<file path="config.mk">
export PLATFORM = sky130hd
export DESIGN_NAME = line_follow_pid_steering
export DESIGN_NICKNAME = d
export VERILOG_FILES = /design/src/hdl/lfps_pkg.sv /design/src/hdl/line_follow_pid_steering.sv /design/src/hdl/lfps_regs.sv /design/src/hdl/lfps_pos.sv /design/src/hdl/lfps_mac.sv
export SDC_FILE = /design/constraint.sdc
export NUM_CORES = 1
export LEC_CHECK = 0
export BUFFER_PORTS_ARGS = -buffer_cell sky130_fd_sc_hd__buf_2
export CORE_ASPECT_RATIO = 1.4
export CORE_MARGIN = 1
export CORE_UTILIZATION = 40
export CTS_BUF_LIST = sky130_fd_sc_hd__clkbuf_4 sky130_fd_sc_hd__clkbuf_8
export DETAILED_ROUTE_END_ITERATION = 7
export PLACE_DENSITY = 0.67
export SLEW_MARGIN = 20
export SYNTH_ARGS = -nofsm -noshare
export SYNTH_HDL_FRONTEND = slang
export SYNTH_SLANG_ARGS = --single-unit
</file>
<file path="constraint.sdc">
create_clock -name i_clk -period 12.8 [get_ports i_clk]
set_input_delay 1.28 -clock i_clk [delete_from_list [all_inputs] [get_ports i_clk]]
set_output_delay 1.28 -clock i_clk [all_outputs]
set_load 0.005 [all_outputs]
</file>
<file path="src/hdl/lfps_pkg.sv">
// Shared types, widths, codes and reset values for the line-follow PID steering block.
package lfps_pkg;

    // Field and datapath widths
    localparam int SENS_W  = 8;
    localparam int CAM_W   = 16;
    localparam int GAIN_W  = 24;
    localparam int SPD_W   = 8;
    localparam int LIM_W   = 15;
    localparam int POS_W   = 12;
    localparam int DLT_W   = 13;
    localparam int INT_W   = 32;
    localparam int TERM_W  = 34;
    localparam int ACC_W   = 58;
    localparam int WQ_W    = ACC_W + 1 - 16;
    localparam int OUT_W   = 9;
    localparam int DIR_W   = 2;
    localparam int CNT_W   = 4;
    localparam int HS_W    = 8;
    localparam int WGT_W   = 6;
    localparam int DIV_W   = 15;
    localparam int DIV_CW  = 4;
    localparam int REM_W   = 5;
    localparam int MAC_CW  = 5;
    localparam int ADDR_W  = 5;
    localparam int DATA_W  = 32;
    localparam int IDX_W   = 3;

    // Serial step counts
    localparam logic [DIV_CW-1:0] DIV_LAST = DIV_CW'(DIV_W - 1);
    localparam logic [MAC_CW-1:0] MAC_LAST = MAC_CW'(GAIN_W);

    // Register indexes on the configuration port
    localparam logic [IDX_W-1:0] REG_PROP  = 3'd0;
    localparam logic [IDX_W-1:0] REG_INTEG = 3'd1;
    localparam logic [IDX_W-1:0] REG_DERIV = 3'd2;
    localparam logic [IDX_W-1:0] REG_FAST  = 3'd3;
    localparam logic [IDX_W-1:0] REG_SLOW  = 3'd4;
    localparam logic [IDX_W-1:0] REG_LIMIT = 3'd5;

    // Register reset values
    localparam logic [GAIN_W-1:0] PROP_RST  = 24'd6400;
    localparam logic [GAIN_W-1:0] INTEG_RST = 24'd3;
    localparam logic [GAIN_W-1:0] DERIV_RST = 24'd1280;
    localparam logic [SPD_W-1:0]  FAST_RST  = 8'd80;
    localparam logic [SPD_W-1:0]  SLOW_RST  = 8'd50;
    localparam logic [LIM_W-1:0]  LIMIT_RST = 15'd30;

    // Drive direction codes
    localparam logic [DIR_W-1:0] DIR_FWD   = 2'd0;
    localparam logic [DIR_W-1:0] DIR_LEFT  = 2'd1;
    localparam logic [DIR_W-1:0] DIR_RIGHT = 2'd2;

    // Last side codes
    localparam logic [1:0] SIDE_CTR   = 2'd0;
    localparam logic [1:0] SIDE_LEFT  = 2'd1;
    localparam logic [1:0] SIDE_RIGHT = 2'd2;

    // Speed limits
    localparam logic signed [OUT_W-1:0] CORNER_SPEED = 9'sd50;
    localparam logic signed [OUT_W-1:0] SPD_POS_MAX  = 9'sd255;
    localparam logic signed [OUT_W-1:0] SPD_NEG_MAX  = -9'sd255;
    localparam logic signed [WQ_W-1:0]  WQ_POS_MAX   = 43'sd255;
    localparam logic signed [WQ_W-1:0]  WQ_NEG_MAX   = -43'sd255;

    // Configuration register set
    typedef struct packed {
        logic [GAIN_W-1:0] prop_gain;
        logic [GAIN_W-1:0] integ_gain;
        logic [GAIN_W-1:0] deriv_gain;
        logic [SPD_W-1:0]  fast_speed;
        logic [SPD_W-1:0]  slow_speed;
        logic [LIM_W-1:0]  camera_limit;
    } t_cfg;

    // Position unit status
    typedef struct packed {
        logic                    done;
        logic                    seen;
        logic signed [POS_W-1:0] pos;
    } t_pos_stat;

    // Position unit phases
    typedef enum logic [2:0] {
        PH_IDLE,
        PH_SCAN,
        PH_PREP,
        PH_DIV,
        PH_DONE
    } t_pos_phase;

    // Top level sequencer states
    typedef enum logic [2:0] {
        ST_IDLE,
        ST_POS,
        ST_UPD,
        ST_MAC,
        ST_WHL,
        ST_WHR,
        ST_OUT
    } t_state;

endpackage

</file>
<file path="src/hdl/line_follow_pid_steering.sv">
// Top level of the line-follow PID steering block.
// A word with the line seen passes the sensor scan, the 15-step divider, the 25-step serial
// MAC and the left and right wheel states; with no line, the divider and MAC are skipped.
// One word is in work at a time; the next is taken the cycle after the result is loaded
// into the output register, even if it is stalled.
// Reset (synchronous, active low) clears the integral, previous position and last side.
module line_follow_pid_steering #(
    parameter int SENSOR_COUNT = 8
) (
    input  logic                               i_clk,
    input  logic                               i_rst_n,
    input  logic                               i_valid,
    output logic                               o_stall,
    input  logic [lfps_pkg::SENS_W-1:0]        i_sensor_bits,
    input  logic signed [lfps_pkg::CAM_W-1:0]  i_camera_error,
    input  logic                               i_camera_ok,
    output logic                               o_valid,
    input  logic                               i_stall,
    output logic [lfps_pkg::DIR_W-1:0]         o_drive_dir,
    output logic signed [lfps_pkg::OUT_W-1:0]  o_left_speed,
    output logic signed [lfps_pkg::OUT_W-1:0]  o_right_speed,
    output logic                               o_line_seen,
    input  logic                               psel,
    input  logic                               penable,
    input  logic                               pwrite,
    input  logic [lfps_pkg::ADDR_W-1:0]        paddr,
    input  logic [lfps_pkg::DATA_W-1:0]        pwdata,
    output logic [lfps_pkg::DATA_W-1:0]        prdata,
    output logic                               pready
);

    localparam int XW = lfps_pkg::ACC_W + 1;

    lfps_pkg::t_state    r_state, n_state;
    lfps_pkg::t_cfg      w_cfg;
    lfps_pkg::t_pos_stat w_pos;

    logic w_accept;
    logic w_mac_start;
    logic w_mac_done;
    logic w_out_load;

    logic signed [lfps_pkg::POS_W-1:0]  r_pos;
    logic signed [lfps_pkg::POS_W-1:0]  r_prev;
    logic signed [lfps_pkg::INT_W-1:0]  r_integ;
    logic signed [lfps_pkg::DLT_W-1:0]  r_delta;
    logic [1:0]                         r_side;
    logic [lfps_pkg::SPD_W-1:0]         r_base;
    logic [lfps_pkg::DIR_W-1:0]         r_dir;
    logic signed [lfps_pkg::OUT_W-1:0]  r_left;
    logic signed [lfps_pkg::OUT_W-1:0]  r_right;
    logic                               r_seen;

    logic                               r_oval;
    logic [lfps_pkg::DIR_W-1:0]         r_odir;
    logic signed [lfps_pkg::OUT_W-1:0]  r_oleft;
    logic signed [lfps_pkg::OUT_W-1:0]  r_oright;
    logic                               r_oseen;

    logic signed [lfps_pkg::ACC_W-1:0]  w_acc;
    logic signed [16:0]                 w_cam;
    logic signed [16:0]                 w_lim;
    logic                               w_fast;
    logic [lfps_pkg::INT_W:0]           w_isum;
    logic [lfps_pkg::INT_W-1:0]         w_inext;
    logic [XW-1:0]                      w_bias;
    logic [XW-1:0]                      w_accx;
    logic [XW-1:0]                      w_x;
    logic signed [lfps_pkg::WQ_W-1:0]   w_q;
    logic signed [lfps_pkg::OUT_W-1:0]  w_wheel;

    // Configuration registers
    lfps_regs u_regs (
        .i_clk   (i_clk),
        .i_rst_n (i_rst_n),
        .psel    (psel),
        .penable (penable),
        .pwrite  (pwrite),
        .paddr   (paddr),
        .pwdata  (pwdata),
        .prdata  (prdata),
        .pready  (pready),
        .o_cfg   (w_cfg)
    );

    // Line position
    lfps_pos #(
        .SENSOR_COUNT (SENSOR_COUNT)
    ) u_pos (
        .i_clk         (i_clk),
        .i_rst_n       (i_rst_n),
        .i_start       (w_accept),
        .i_sensor_bits (i_sensor_bits),
        .o_stat        (w_pos)
    );

    // PID correction
    lfps_mac u_mac (
        .i_clk   (i_clk),
        .i_rst_n (i_rst_n),
        .i_start (w_mac_start),
        .i_cfg   (w_cfg),
        .i_pos   (r_pos),
        .i_integ (r_integ),
        .i_delta (r_delta),
        .o_done  (w_mac_done),
        .o_acc   (w_acc)
    );

    // Sequence one word through the units
    always_comb begin
        case (r_state)
            lfps_pkg::ST_IDLE: n_state = w_accept ? lfps_pkg::ST_POS : lfps_pkg::ST_IDLE;
            lfps_pkg::ST_POS: begin
                if (!w_pos.done) begin
                    n_state = lfps_pkg::ST_POS;
                end else if (w_pos.seen) begin
                    n_state = lfps_pkg::ST_UPD;
                end else begin
                    n_state = lfps_pkg::ST_OUT;
                end
            end
            lfps_pkg::ST_UPD: n_state = lfps_pkg::ST_MAC;
            lfps_pkg::ST_MAC: n_state = w_mac_done ? lfps_pkg::ST_WHL : lfps_pkg::ST_MAC;
            lfps_pkg::ST_WHL: n_state = lfps_pkg::ST_WHR;
            lfps_pkg::ST_WHR: n_state = lfps_pkg::ST_OUT;
            lfps_pkg::ST_OUT: n_state = w_out_load ? lfps_pkg::ST_IDLE : lfps_pkg::ST_OUT;
            default:          n_state = lfps_pkg::ST_IDLE;
        endcase
    end

    // Drive handshake and unit controls from the state
    always_comb begin
        o_stall     = (r_state != lfps_pkg::ST_IDLE);
        w_accept    = i_valid && (r_state == lfps_pkg::ST_IDLE);
        w_mac_start = (r_state == lfps_pkg::ST_UPD);
        w_out_load  = (r_state == lfps_pkg::ST_OUT) && (!r_oval || !i_stall);
    end

    always_ff @(posedge i_clk) begin
        if (!i_rst_n) begin
            r_state <= lfps_pkg::ST_IDLE;
        end else begin
            r_state <= n_state;
        end
    end

    // Pick the base speed from the camera error
    assign w_cam  = {i_camera_error[lfps_pkg::CAM_W-1], i_camera_error};
    assign w_lim  = {2'b00, w_cfg.camera_limit};
    assign w_fast = i_camera_ok && (w_cam < w_lim) && (w_cam > -w_lim);

    // Saturating integral update
    assign w_isum  = {r_integ[lfps_pkg::INT_W-1], r_integ}
                   + {{(lfps_pkg::INT_W + 1 - lfps_pkg::POS_W){r_pos[lfps_pkg::POS_W-1]}}, r_pos};
    assign w_inext = (w_isum[lfps_pkg::INT_W] == w_isum[lfps_pkg::INT_W-1])
                   ? w_isum[lfps_pkg::INT_W-1:0]
                   : {w_isum[lfps_pkg::INT_W], {(lfps_pkg::INT_W - 1){~w_isum[lfps_pkg::INT_W]}}};

    // Wheel value: base*65536 + 0.5 minus (left) or plus (right) the sum, floored
    assign w_bias  = {{(XW - 24){1'b0}}, r_base, 16'h8000};
    assign w_accx  = {w_acc[lfps_pkg::ACC_W-1], w_acc};
    assign w_x     = (r_state == lfps_pkg::ST_WHL) ? (w_bias - w_accx) : (w_bias + w_accx);
    assign w_q     = w_x[XW-1:16];
    assign w_wheel = (w_q > lfps_pkg::WQ_POS_MAX) ? lfps_pkg::SPD_POS_MAX
                   : (w_q < lfps_pkg::WQ_NEG_MAX) ? lfps_pkg::SPD_NEG_MAX
                   : w_q[lfps_pkg::OUT_W-1:0];

    // Hold the PID state and last side
    always_ff @(posedge i_clk) begin
        if (!i_rst_n) begin
            r_integ <= '0;
            r_prev  <= '0;
            r_side  <= lfps_pkg::SIDE_CTR;
        end else if (r_state == lfps_pkg::ST_UPD) begin
            r_integ <= w_inext;
            r_prev  <= r_pos;
            if (r_pos < 0) begin
                r_side <= lfps_pkg::SIDE_LEFT;
            end else if (r_pos > 0) begin
                r_side <= lfps_pkg::SIDE_RIGHT;
            end else begin
                r_side <= lfps_pkg::SIDE_CTR;
            end
        end
    end

    // Build the result word
    always_ff @(posedge i_clk) begin
        if (w_accept) begin
            r_base <= w_fast ? w_cfg.fast_speed : w_cfg.slow_speed;
        end
        case (r_state)
            lfps_pkg::ST_POS: begin
                if (w_pos.done) begin
                    r_pos  <= w_pos.pos;
                    r_seen <= w_pos.seen;
                    r_dir  <= w_pos.seen ? lfps_pkg::DIR_FWD
                            : (r_side == lfps_pkg::SIDE_LEFT) ? lfps_pkg::DIR_LEFT
                                                              : lfps_pkg::DIR_RIGHT;
                    r_left  <= lfps_pkg::CORNER_SPEED;
                    r_right <= lfps_pkg::CORNER_SPEED;
                end
            end
            lfps_pkg::ST_UPD: r_delta <= {r_pos[lfps_pkg::POS_W-1], r_pos}
                                       - {r_prev[lfps_pkg::POS_W-1], r_prev};
            lfps_pkg::ST_WHL: r_left  <= w_wheel;
            lfps_pkg::ST_WHR: r_right <= w_wheel;
            default: ;
        endcase
    end

    // Output register: load when empty or being drained
    always_ff @(posedge i_clk) begin
        if (!i_rst_n) begin
            r_oval <= 1'b0;
        end else if (w_out_load) begin
            r_oval <= 1'b1;
        end else if (!i_stall) begin
            r_oval <= 1'b0;
        end
    end

    always_ff @(posedge i_clk) begin
        if (w_out_load) begin
            r_odir   <= r_dir;
            r_oleft  <= r_left;
            r_oright <= r_right;
            r_oseen  <= r_seen;
        end
    end

    assign o_valid       = r_oval;
    assign o_drive_dir   = r_odir;
    assign o_left_speed  = r_oleft;
    assign o_right_speed = r_oright;
    assign o_line_seen   = r_oseen;

endmodule

</file>
<file path="src/hdl/lfps_regs.sv">
// Configuration register file behind the APB-style port.
module lfps_regs (
    input  logic                        i_clk,
    input  logic                        i_rst_n,
    input  logic                        psel,
    input  logic                        penable,
    input  logic                        pwrite,
    input  logic [lfps_pkg::ADDR_W-1:0] paddr,
    input  logic [lfps_pkg::DATA_W-1:0] pwdata,
    output logic [lfps_pkg::DATA_W-1:0] prdata,
    output logic                        pready,
    output lfps_pkg::t_cfg              o_cfg
);

    lfps_pkg::t_cfg               r_cfg;
    logic [lfps_pkg::IDX_W-1:0]   w_idx;
    logic                         w_wr;

    assign w_idx  = paddr[lfps_pkg::ADDR_W-1:2];
    assign w_wr   = psel && penable && pwrite;
    assign pready = 1'b1;
    assign o_cfg  = r_cfg;

    // Write the addressed register in the access phase
    always_ff @(posedge i_clk) begin
        if (!i_rst_n) begin
            r_cfg.prop_gain    <= lfps_pkg::PROP_RST;
            r_cfg.integ_gain   <= lfps_pkg::INTEG_RST;
            r_cfg.deriv_gain   <= lfps_pkg::DERIV_RST;
            r_cfg.fast_speed   <= lfps_pkg::FAST_RST;
            r_cfg.slow_speed   <= lfps_pkg::SLOW_RST;
            r_cfg.camera_limit <= lfps_pkg::LIMIT_RST;
        end else if (w_wr) begin
            case (w_idx)
                lfps_pkg::REG_PROP:  r_cfg.prop_gain    <= pwdata[lfps_pkg::GAIN_W-1:0];
                lfps_pkg::REG_INTEG: r_cfg.integ_gain   <= pwdata[lfps_pkg::GAIN_W-1:0];
                lfps_pkg::REG_DERIV: r_cfg.deriv_gain   <= pwdata[lfps_pkg::GAIN_W-1:0];
                lfps_pkg::REG_FAST:  r_cfg.fast_speed   <= pwdata[lfps_pkg::SPD_W-1:0];
                lfps_pkg::REG_SLOW:  r_cfg.slow_speed   <= pwdata[lfps_pkg::SPD_W-1:0];
                lfps_pkg::REG_LIMIT: r_cfg.camera_limit <= pwdata[lfps_pkg::LIM_W-1:0];
                default: ;
            endcase
        end
    end

    // Return the addressed register, zero extended
    always_comb begin
        case (w_idx)
            lfps_pkg::REG_PROP:  prdata = lfps_pkg::DATA_W'(r_cfg.prop_gain);
            lfps_pkg::REG_INTEG: prdata = lfps_pkg::DATA_W'(r_cfg.integ_gain);
            lfps_pkg::REG_DERIV: prdata = lfps_pkg::DATA_W'(r_cfg.deriv_gain);
            lfps_pkg::REG_FAST:  prdata = lfps_pkg::DATA_W'(r_cfg.fast_speed);
            lfps_pkg::REG_SLOW:  prdata = lfps_pkg::DATA_W'(r_cfg.slow_speed);
            lfps_pkg::REG_LIMIT: prdata = lfps_pkg::DATA_W'(r_cfg.camera_limit);
            default:             prdata = '0;
        endcase
    end

endmodule

</file>
<file path="src/hdl/lfps_pos.sv">
// Line position unit: serial sensor scan, then a bit-serial rounding divider.
module lfps_pos #(
    parameter int SENSOR_COUNT = 8
) (
    input  logic                        i_clk,
    input  logic                        i_rst_n,
    input  logic                        i_start,
    input  logic [lfps_pkg::SENS_W-1:0] i_sensor_bits,
    output lfps_pkg::t_pos_stat         o_stat
);

    localparam int SCAN_N = (SENSOR_COUNT < lfps_pkg::SENS_W) ? SENSOR_COUNT
                                                               : lfps_pkg::SENS_W;
    localparam int SC_W = (SCAN_N > 1) ? $clog2(SCAN_N) : 1;
    localparam logic [SC_W-1:0] SC_LAST = SC_W'(SCAN_N - 1);
    localparam logic signed [lfps_pkg::WGT_W-1:0] WGT_FIRST =
        lfps_pkg::WGT_W'(1 - SENSOR_COUNT);

    lfps_pkg::t_pos_phase r_phase, n_phase;

    logic [lfps_pkg::SENS_W-1:0]        r_bits;
    logic [SC_W-1:0]                    r_idx;
    logic signed [lfps_pkg::WGT_W-1:0]  r_wgt;
    logic signed [lfps_pkg::HS_W-1:0]   r_hs;
    logic [lfps_pkg::CNT_W-1:0]         r_cnt;
    logic                               r_neg;
    logic [lfps_pkg::DIV_W-1:0]         r_num;
    logic [lfps_pkg::REM_W-1:0]         r_rem;
    logic [lfps_pkg::DIV_W-1:0]         r_q;
    logic [lfps_pkg::DIV_CW-1:0]        r_dcnt;

    logic [lfps_pkg::HS_W-1:0]          w_mag;
    logic [lfps_pkg::DIV_W-1:0]         w_num;
    logic [lfps_pkg::REM_W-1:0]         w_den;
    logic [lfps_pkg::REM_W:0]           w_trial;
    logic                               w_fit;
    logic [lfps_pkg::POS_W-1:0]         w_qmag;

    // Advance the phase
    always_comb begin
        case (r_phase)
            lfps_pkg::PH_IDLE: n_phase = i_start ? lfps_pkg::PH_SCAN : lfps_pkg::PH_IDLE;
            lfps_pkg::PH_SCAN: n_phase = (r_idx == SC_LAST) ? lfps_pkg::PH_PREP
                                                            : lfps_pkg::PH_SCAN;
            lfps_pkg::PH_PREP: n_phase = (r_cnt == '0) ? lfps_pkg::PH_DONE
                                                       : lfps_pkg::PH_DIV;
            lfps_pkg::PH_DIV:  n_phase = (r_dcnt == lfps_pkg::DIV_LAST) ? lfps_pkg::PH_DONE
                                                                       : lfps_pkg::PH_DIV;
            lfps_pkg::PH_DONE: n_phase = lfps_pkg::PH_IDLE;
            default:           n_phase = lfps_pkg::PH_IDLE;
        endcase
    end

    always_ff @(posedge i_clk) begin
        if (!i_rst_n) begin
            r_phase <= lfps_pkg::PH_IDLE;
        end else begin
            r_phase <= n_phase;
        end
    end

    // Dividend 2*|sum|*128 + count, divisor 2*count: round half away from zero
    assign w_mag   = r_hs[lfps_pkg::HS_W-1] ? lfps_pkg::HS_W'(-r_hs)
                                            : lfps_pkg::HS_W'(r_hs);
    assign w_num   = {w_mag[lfps_pkg::HS_W-2:0], 8'h00}
                   + lfps_pkg::DIV_W'(r_cnt);
    assign w_den   = {r_cnt, 1'b0};
    assign w_trial = {r_rem, r_num[lfps_pkg::DIV_W-1]};
    assign w_fit   = (w_trial >= {1'b0, w_den});

    // Scan one sensor a cycle, then one quotient bit a cycle
    always_ff @(posedge i_clk) begin
        case (r_phase)
            lfps_pkg::PH_IDLE: begin
                if (i_start) begin
                    r_bits <= i_sensor_bits;
                    r_idx  <= '0;
                    r_wgt  <= WGT_FIRST;
                    r_hs   <= '0;
                    r_cnt  <= '0;
                end
            end
            lfps_pkg::PH_SCAN: begin
                if (r_bits[0]) begin
                    r_hs  <= r_hs + {{(lfps_pkg::HS_W - lfps_pkg::WGT_W){r_wgt[lfps_pkg::WGT_W-1]}},
                                     r_wgt};
                    r_cnt <= r_cnt + 1'b1;
                end
                r_wgt  <= r_wgt + lfps_pkg::WGT_W'(2);
                r_bits <= {1'b0, r_bits[lfps_pkg::SENS_W-1:1]};
                r_idx  <= r_idx + 1'b1;
            end
            lfps_pkg::PH_PREP: begin
                r_neg  <= r_hs[lfps_pkg::HS_W-1];
                r_num  <= w_num;
                r_rem  <= '0;
                r_q    <= '0;
                r_dcnt <= '0;
            end
            lfps_pkg::PH_DIV: begin
                r_rem  <= w_fit ? lfps_pkg::REM_W'(w_trial - {1'b0, w_den})
                                : w_trial[lfps_pkg::REM_W-1:0];
                r_q    <= {r_q[lfps_pkg::DIV_W-2:0], w_fit};
                r_num  <= {r_num[lfps_pkg::DIV_W-2:0], 1'b0};
                r_dcnt <= r_dcnt + 1'b1;
            end
            default: ;
        endcase
    end

    // Apply the sign to the rounded magnitude
    assign w_qmag      = r_q[lfps_pkg::POS_W-1:0];
    assign o_stat.done = (r_phase == lfps_pkg::PH_DONE);
    assign o_stat.seen = (r_cnt != '0);
    assign o_stat.pos  = r_neg ? -w_qmag : w_qmag;

endmodule

</file>
<file path="src/hdl/lfps_mac.sv">
// Bit-serial multiply-accumulate of the three PID terms, one gain bit per cycle.
module lfps_mac (
    input  logic                               i_clk,
    input  logic                               i_rst_n,
    input  logic                               i_start,
    input  lfps_pkg::t_cfg                     i_cfg,
    input  logic signed [lfps_pkg::POS_W-1:0]  i_pos,
    input  logic signed [lfps_pkg::INT_W-1:0]  i_integ,
    input  logic signed [lfps_pkg::DLT_W-1:0]  i_delta,
    output logic                               o_done,
    output logic signed [lfps_pkg::ACC_W-1:0]  o_acc
);

    localparam int TW = lfps_pkg::TERM_W;
    localparam int GT = lfps_pkg::GAIN_W - 1;

    logic                              r_busy;
    logic [lfps_pkg::MAC_CW-1:0]       r_step;
    logic [lfps_pkg::GAIN_W-1:0]       r_kp;
    logic [lfps_pkg::GAIN_W-1:0]       r_ki;
    logic [lfps_pkg::GAIN_W-1:0]       r_kd;
    logic signed [TW-1:0]              r_term;
    logic signed [lfps_pkg::ACC_W-1:0] r_acc;

    logic [TW-1:0] w_tp;
    logic [TW-1:0] w_ti;
    logic [TW-1:0] w_td;
    logic [TW-1:0] w_term;

    // Select each multiplicand by the current gain bit
    assign w_tp = r_kp[GT] ? {{(TW - lfps_pkg::POS_W){i_pos[lfps_pkg::POS_W-1]}}, i_pos}
                           : '0;
    assign w_ti = r_ki[GT] ? {{(TW - lfps_pkg::INT_W){i_integ[lfps_pkg::INT_W-1]}}, i_integ}
                           : '0;
    assign w_td = r_kd[GT] ? {{(TW - lfps_pkg::DLT_W){i_delta[lfps_pkg::DLT_W-1]}}, i_delta}
                           : '0;
    assign w_term = w_tp + w_ti + w_td;

    assign o_done = r_busy && (r_step == lfps_pkg::MAC_LAST);
    assign o_acc  = r_acc;

    // Track the step count
    always_ff @(posedge i_clk) begin
        if (!i_rst_n) begin
            r_busy <= 1'b0;
            r_step <= '0;
        end else if (i_start) begin
            r_busy <= 1'b1;
            r_step <= '0;
        end else if (r_busy) begin
            r_busy <= !o_done;
            r_step <= r_step + 1'b1;
        end
    end

    // Shift the gains out MSB first and fold each term into the accumulator
    always_ff @(posedge i_clk) begin
        if (i_start) begin
            r_kp   <= i_cfg.prop_gain;
            r_ki   <= i_cfg.integ_gain;
            r_kd   <= i_cfg.deriv_gain;
            r_term <= '0;
            r_acc  <= '0;
        end else if (r_busy) begin
            r_kp   <= {r_kp[GT-1:0], 1'b0};
            r_ki   <= {r_ki[GT-1:0], 1'b0};
            r_kd   <= {r_kd[GT-1:0], 1'b0};
            r_term <= w_term;
            r_acc  <= (r_acc <<< 1)
                    + {{(lfps_pkg::ACC_W - TW){r_term[TW-1]}}, r_term};
        end
    end

endmodule

</file>
==> results of run 1 <==
==> worst paths after layout <==
check / to / slack [ns] / cells past startpoint
max: r_left[5]$_SDFFCE_PN1P_ / 7.63 / 14
min reg2reg: o_left_speed[8]$_DFFE_PP_ / 0.42 / 0
max reg2reg: r_left[5]$_SDFFCE_PN1P_ / 7.63 / 14
min: o_left_speed[8]$_DFFE_PP_ / 0.42 / 0
==> stage by stage <==
step / setup slack [ns] / util (%)
floorplan: 8.143 / -
global placement: 7.728 / 42.17
detailed placement: 7.673 / 42.18
CTS: 7.658 / 44.42
global route: 7.396 / 44.43
finish: 7.634 / 44.43
==> layer usage <==
metal / global-route usage [%] / wire length (um) / share of wire (%) / up-vias
met5: 0 / 11 / 0.014 / -
met4: 7.943 / 2578 / 3.4 / 2
met3: 3.105 / 3904 / 5.1 / 153
met2: 35.24 / 37880 / 49 / 616
met1: 23.07 / 32160 / 42 / 11980
li1: - / - / - / 12540
==> cells in the final DEF (no fill, tap or decap), drive strengths merged, types with 22 or more instances in the layout <==
| cell type | n |
|---|---|
| a21o | 78 |
| clkbuf | 125 |
| a31oi | 24 |
| o211ai | 22 |
| buf | 134 |
| inv | 147 |
| edfxtp | 212 |
| nor4 | 27 |
| or3 | 23 |
| xnor2 | 115 |
| a21boi | 95 |
| dfxtp | 253 |
| nand2b | 28 |
| nor3 | 66 |
| maj3 | 31 |
| and3 | 40 |
| o21ai | 169 |
| nor2b | 52 |
| a21oi | 227 |
| nand3 | 75 |
| xor2 | 59 |
| fa | 40 |
| nand2 | 606 |
| ha | 201 |
| nand4 | 38 |
| o21a | 31 |
| nor2 | 289 |
| mux2i | 94 |
| and2 | 52 |
==> critical path, delay by kind of cell, from the launching register on <==
family | cells | cell delay (ns)
buffers and inverters | 1 | 0.14
and+or+nand+nor | 9 | 2.25
adders and majority gates | 1 | 0.42
DFF | 1 | 0.57
AOI/OAI and AO/OA | 3 | 1.54
==> cell families after synthesis <==
logic type	after synthesis	synth area share (%)
compound gates	822	17.46
simple gates	1347	20.15
other cells	2	0.02463
xor+xnor	174	4.999
mux	111	3.825
buf+inv	320	4.153
fa+ha+maj	272	11.89
flops	465	37.50
==> power groups by stage <==
stage | Combinational (W) | Clock [W] | Sequential (W)
floorplan | 0.000442 | 0 | 0.00168
global placement | 0.000558 | 0 | 0.00171
detailed placement | 0.000566 | 0 | 0.00172
CTS | 0.000569 | 0.00147 | 0.00168
global route | 0.000636 | 0.00154 | 0.00169
finish | 0.000572 | 0.00144 | 0.00169
==> state kept, by name, summed over array words and instances, names as in the netlist, 11 cells and up <==
signal and flops:
u_mac.o_acc 58, u_mac.r_term 34, u_mac.r_kp 24, u_mac.r_kd 24
r_delta 13, r_pos 12, r_integ 32, r_prev 11
u_pos.r_q 12, u_pos.r_num 15, u_mac.r_ki 24, u_regs.o_cfg 103
==> final cells by class <==
type | count | area share (%)
well taps | 968 | 3.618
multi-input cells | 2735 | 53.29
clock buffers | 125 | 4.560
repair buffers | 134 | 2.228
diodes | 2 | 0.01495
inverters | 144 | 1.633
clock inverters | 21 | 0.4934
flip-flops and latches | 465 | 34.16
==> impl_metrics.env, run 1 <==
export IMPL_outcome="finished clean"
export IMPL_ys_warn_count=0
export IMPL_arrival_ns=5.60
export IMPL_nFillCells=7435
export IMPL_pin_count=125
export IMPL_root_buffer="clkbuf_8"
export IMPL_placed_cells=4446
export IMPL_regArea_mm2=0.01143
export IMPL_ir_drop_mv=0.09500
export IMPL_required_ns=13.23
export IMPL_regToRegStartpoint="u_mac.o_acc[16]$_SDFFE_PP0P_"
export IMPL_period_minus_slack_ns=5.166
export IMPL_grt_first_pass_wirelength_um=124200
export IMPL_synth_top_area_share_pct=20.88
export IMPL_tritoncts="done"
export IMPL_area_growth_syn_to_layout_pct=9.801
export IMPL_min_delay_start="r_left[8]$_SDFFCE_PN0P_"
export IMPL_clk_pin_slew_ns=0.06
export IMPL_skew_ns=0.03995
export IMPL_fin_setup_tns_ns=0
export IMPL_post_drt_via_cell_ratio=5.504
export IMPL_remaining_drc_errors=0
export IMPL_instances_no_fill=4594
export IMPL_cp_cell_sequence="inv_1, ha_1, nor2b_1, o311ai_1, nand3_1, a311oi_2, nor4b_1, nor4b_1, nand4_1, nor4_1, nand4_1, nor4_2, nor2b_1, a211o_1"
export IMPL_drive_gt1_share_pct=9.051
export IMPL_clock_latency_ns=0.70
export IMPL_crit_start="u_mac.o_acc[16]$_SDFFE_PP0P_"
export IMPL_finalHoldViolCount=0
export IMPL_nNetsFinal=3870
export IMPL_placementRows=119
export IMPL_switchingPower_w=0.001062
export IMPL_synth_seq_cells=465
export IMPL_synth_area_leaders="edfxtp_1 21%, dfxtp_1 17%, ha_1 8.2%"
export IMPL_critPathMaxStageDelay_ns=0.85
export IMPL_finalPower_w=0.003697
export IMPL_grt_setup_unrepaired="no"
export IMPL_cp_max_fo=10
export IMPL_yosysTopAreaCell="edfxtp_1"
export IMPL_gr_total_overflow=0
export IMPL_synth_commonest_cells="606 x nand2_1, 288 x nor2_1, 253 x dfxtp_1, 226 x a21oi_1, 212 x edfxtp_1"
export IMPL_cts_resized=0
export IMPL_start_kind="flop"
export IMPL_worst_hold_path_type="reg -> reg"
export IMPL_finalSetupViolations=0
export IMPL_synthDistinctLibCells=92
export IMPL_syn_area_per_cell_um2=8.678
export IMPL_grt_pass1_vias=24520
export IMPL_drtIter0Drc=1405
export IMPL_drt_total_wl_um=76530
export IMPL_tightest_slew_ns=1.144
export IMPL_cts_buffer_depth=3
export IMPL_ys_flop_type="dfxtp_1"
export IMPL_synth_seq_area_share_pct=37.50
export IMPL_slew_headroom_pct=23.52
export IMPL_p_leak_nw=13.73
export IMPL_dr_pass1_iters=7
export IMPL_multi_input_area_mm2=0.01784
export IMPL_dieArea_mm2=0.07734
export IMPL_die_h_um=328.7
export IMPL_grt_max_degree=114
export IMPL_cts_num_sinks=465
export IMPL_routabilityCongestion=0.9303
export IMPL_syn_inst=3513
export IMPL_seq_power_share_pct=45.6
export IMPL_p_sw_share_pct=28.73
export IMPL_h_tree_depth=3
export IMPL_cts_buffers=80
export IMPL_synth_edf_count=212
export IMPL_min_period_over_period_pct=40.36
export IMPL_yosysMostFrequentCell="nand2_1"
export IMPL_p_int_w=0.002635
export IMPL_initial_core_util_pct=40.46
export IMPL_maxCapViolCount=0
export IMPL_p_clk_share_pct=38.9
export IMPL_vias=25290
export IMPL_fp_dieW_um=235.3
export IMPL_final_area_mm2=0.03347
export IMPL_wl_per_cell_um=16.66
export IMPL_dpl_cell_area_mm2=0.03178
export IMPL_netlist_area_mm2=0.03049
export IMPL_ant_nets=0
export IMPL_ctsHoldBuffers=0
export IMPL_crit_slowest_cell="a311oi_2"
export IMPL_antenna_found_initial=3
export IMPL_cp_end_kind="flop"
export IMPL_synthArstFlopShare_pct=0
export IMPL_grt_usage_pct=19.56
export IMPL_clock_fmax_mhz=193.6
export IMPL_power_frac_comb_pct=15.5
export IMPL_core_mm2=0.07534
export IMPL_postCtsSetupRepairBufs=0
export IMPL_numPortBuffers=105
export IMPL_hpwlAfterDp_um=53910
export IMPL_drv_slew=0
export IMPL_holdWs_ns=0.4172
export IMPL_crit_type="reg -> reg"
export IMPL_p_per_area_mw_per_mm2=110.5
No activity file was read; power rests on OpenSTA's default activity.
==> run 2: changes to the inputs <==
--- a/config.mk
+++ b/config.mk
@@ -5,13 +5,14 @@
 export SDC_FILE = /design/constraint.sdc
 export NUM_CORES = 1
 export LEC_CHECK = 0
+export ABC_AREA = 1
 export BUFFER_PORTS_ARGS = -buffer_cell sky130_fd_sc_hd__buf_2
 export CORE_ASPECT_RATIO = 1.4
 export CORE_MARGIN = 1
 export CORE_UTILIZATION = 40
 export CTS_BUF_LIST = sky130_fd_sc_hd__clkbuf_4 sky130_fd_sc_hd__clkbuf_8
 export DETAILED_ROUTE_END_ITERATION = 7
-export PLACE_DENSITY = 0.67
+export PLACE_DENSITY = 0.69
 export SLEW_MARGIN = 20
 export SYNTH_ARGS = -nofsm -noshare
 export SYNTH_HDL_FRONTEND = slang
==> constraint.sdc (replaced) <==
create_clock -name i_clk -period 4.7 [get_ports i_clk]
set_input_delay 0.47 -clock i_clk [delete_from_list [all_inputs] [get_ports i_clk]]
set_output_delay 0.47 -clock i_clk [all_outputs]
set_load 0.005 [all_outputs]
==> run 2 against run 1 <==
The run now ends with design-rule violations left. Core utilization is 0.18 points lower. Synthesized area is 11% higher. Critical path depth is 3 higher. Critical path type unchanged. Critical endpoint is now r_base[0]$_DFFE_PP_. Largest cell class unchanged.
==> impl_metrics.env, run 2 <==
export IMPL_synthArstFlopShare_pct=0
export IMPL_cts_num_sinks=465
export IMPL_ys_flop_type="dfxtp_1"
export IMPL_synthDistinctLibCells=57
export IMPL_ant_nets=0
export IMPL_pre_cts_ws_ns=0.5746
export IMPL_grt_max_degree=95
export IMPL_synth_seq_cells=465
export IMPL_syn_area_per_cell_um2=6.930
export IMPL_cp_end_kind="flop"
export IMPL_yosysTopAreaCell="edfxtp_1"
export IMPL_worst_hold_path_type="in -> reg"
export IMPL_numPortBuffers=105
export IMPL_skew_ns=0.05335
export IMPL_drtIter0Drc=2374
export IMPL_slew_headroom_pct=27.58
export IMPL_finalSetupViolations=0
export IMPL_tritoncts="done"
export IMPL_post_drt_via_cell_ratio=5.272
export IMPL_required_ns=5.14
export IMPL_outcome="complete, but fails checks"
export IMPL_fin_setup_tns_ns=0
export IMPL_violations="design-rule violations"
export IMPL_drive_gt1_share_pct=6.669
export IMPL_arrival_ns=4.61
export IMPL_synth_commonest_cells="1261 x nand2_1, 725 x inv_1, 530 x nor2_1, 341 x o21ai_0, 334 x a21oi_1"
export IMPL_min_period_over_period_pct=88.71
export IMPL_ir_drop_mv=0.2650
export IMPL_grt_first_pass_wirelength_um=172200
export IMPL_final_area_mm2=0.03725
export IMPL_p_per_area_mw_per_mm2=359.4
export IMPL_pin_count=125
export IMPL_drt_total_wl_um=111000
export IMPL_hpwlAfterDp_um=87540
export IMPL_vias=32400
export IMPL_cts_buffers=74
export IMPL_start_kind="flop"
export IMPL_synth_area_leaders="edfxtp_1 19%, dfxtp_1 15%, nand2_1 14%"
export IMPL_remaining_drc_errors=9
export IMPL_grt_usage_pct=25.82
export IMPL_dr_pass1_iters=8
export IMPL_wl_per_cell_um=18.07
export IMPL_nNetsFinal=5303
export IMPL_clk_pin_slew_ns=0.07
export IMPL_syn_inst=4898
export IMPL_cp_max_fo=16
export IMPL_dieArea_mm2=0.08604
export IMPL_p_leak_nw=17.72
export IMPL_cts_resized=0
export IMPL_ys_warn_count=0
export IMPL_synth_top_area_share_pct=18.76
export IMPL_netlist_area_mm2=0.03394
export IMPL_final_cell_mix="1258 x nand2_1, 723 x inv_1, 529 x nor2_1, 341 x o21ai_0, 332 x a21oi_1"
export IMPL_cts_buffer_depth=3
export IMPL_dpl_cell_area_mm2=0.03565
export IMPL_core_mm2=0.08419
export IMPL_antenna_found_initial=4
export IMPL_root_buffer="clkbuf_8"
export IMPL_clock_fmax_mhz=239.9
export IMPL_maxCapViolCount=0
export IMPL_clock_latency_ns=0.72
export IMPL_area_growth_syn_to_layout_pct=9.754
export IMPL_grt_setup_unrepaired="no"
export IMPL_gr_total_overflow=0
export IMPL_die_h_um=346.7
export IMPL_crit_type="reg -> reg"
export IMPL_drv_slew=0
export IMPL_placementRows=126
export IMPL_finalPower_w=0.01339
export IMPL_final_common_cell="nand2_1"
export IMPL_largest_register_ffs=103
export IMPL_finalWorstSetupSlack_ns=0.5307
export IMPL_routabilityCongestion=1.023
export IMPL_holdWs_ns=0.05946
export IMPL_initial_core_util_pct=40.32
export IMPL_h_tree_depth=3
export IMPL_tightest_slew_ns=1.085
export IMPL_period_minus_slack_ns=4.169
export IMPL_finalHoldViolCount=0
export IMPL_yosysMostFrequentCell="nand2_1"
export IMPL_synth_edf_count=212
export IMPL_fp_dieW_um=248.2
export IMPL_grt_pass1_vias=31550
export IMPL_synth_seq_area_share_pct=33.68
-- run 2: cell count changes after synthesis, moves of 47 or more --
cell	previous run	this run
xor2_1	59	109
xnor2_1	115	45
nor2b_1	52	0
inv_1	144	725
a21oi_1	226	334
mux2i_1	94	0
nand3_1	75	232
a21boi_0	94	11
nor2_1	288	530
a21o_1	78	11
nand2_1	606	1261
o21ai_0	165	341
and2_1	51	4
-- run 2: path summary, 6_finish.rpt --
kind	start	to	slack, ns	depth (start not counted)
setup / recovery	u_regs.o_cfg[1]$_SDFFE_PN1P_	r_base[0]$_DFFE_PP_	0.53	17
hold / removal	pwdata[19]	u_regs.o_cfg[50]$_SDFFE_PN0P_	0.06	3
setup reg to reg	u_regs.o_cfg[1]$_SDFFE_PN1P_	r_base[0]$_DFFE_PP_	0.53	17
hold reg to reg	r_right[5]$_SDFFCE_PN1P_	o_right_speed[5]$_DFFE_PP_	0.42	0
-- run 2: what timing repair did --
item,in CTS,in global routing
buffers inserted,0,0
hold endpoints to repair,6,0
hold buffers,5,0
-- run 2: per-stage QoR --
step	cells	util (%)
global route	6145	44.25
finish	6145	44.25
detailed placement	6000	42.34
floorplan	4905	-
global placement	6000	42.34
CTS	6141	44.23
-- run 2: area by class of cell --
type	instances	area (um^2)
Fill cell	8808	46930
Timing Repair Buffer	156	948.4
Antenna cell	4	10.01
Sequential cell	465	11430
Clock inverter	29	247.7
Tap cell	1088	1361
Multi-Input combinational cell	3560	19200
Inverter	736	2764
Clock buffer	107	1291
-- run 2: cell families after synthesis --
family                     count (synthesis)  synth area share [%]
and+or+nand+nor                         2196                 26.31
AOI/OAI and AO/OA                        959                 16.23
buffers and inverters                    880                 9.964
DFF                                      465                 33.68
adders and majority gates                241                 9.769
xor gates and xnor gates                 155                 4.022
other                                      2               0.02213
-- run 2: report_power, final --
group	switching, W	leakage [nW]	internal, W	total [W]
Combinational	0.00322	12.8	0.00150	0.00471
Sequential	0.000514	4.06	0.00447	0.00499
Clock	0.00173	0.817	0.00196	0.00369
-- run 2: per-layer routing --
metal | track usage, % | vias to the layer above | part of all wire, %
li1 | - | 16230 | -
met4 | 16.92 | 0 | 7.2
met1 | 28.70 | 14930 | 39
met2 | 45.76 | 914 | 50
met3 | 3.115 | 325 | 4.3
met5 | 0 | - | 0
-- run 2: critical path, cell delays in order (launching register included) --
cell	delay (ns)
dfxtp_1	0.31
inv_1	0.12
ha_1	0.21
nand3_1	0.13
nor2_1	0.11
nand2_1	0.09
nor3_1	0.35
nand4_1	0.18
nor2_1	0.21
xor2_1	0.17
ha_1	0.25
a21oi_1	0.15
o21ai_0	0.10
o21ai_0	0.23
o211ai_1	0.13
nand2_1	0.08
nand4_1	0.55
o21ai_0	0.55
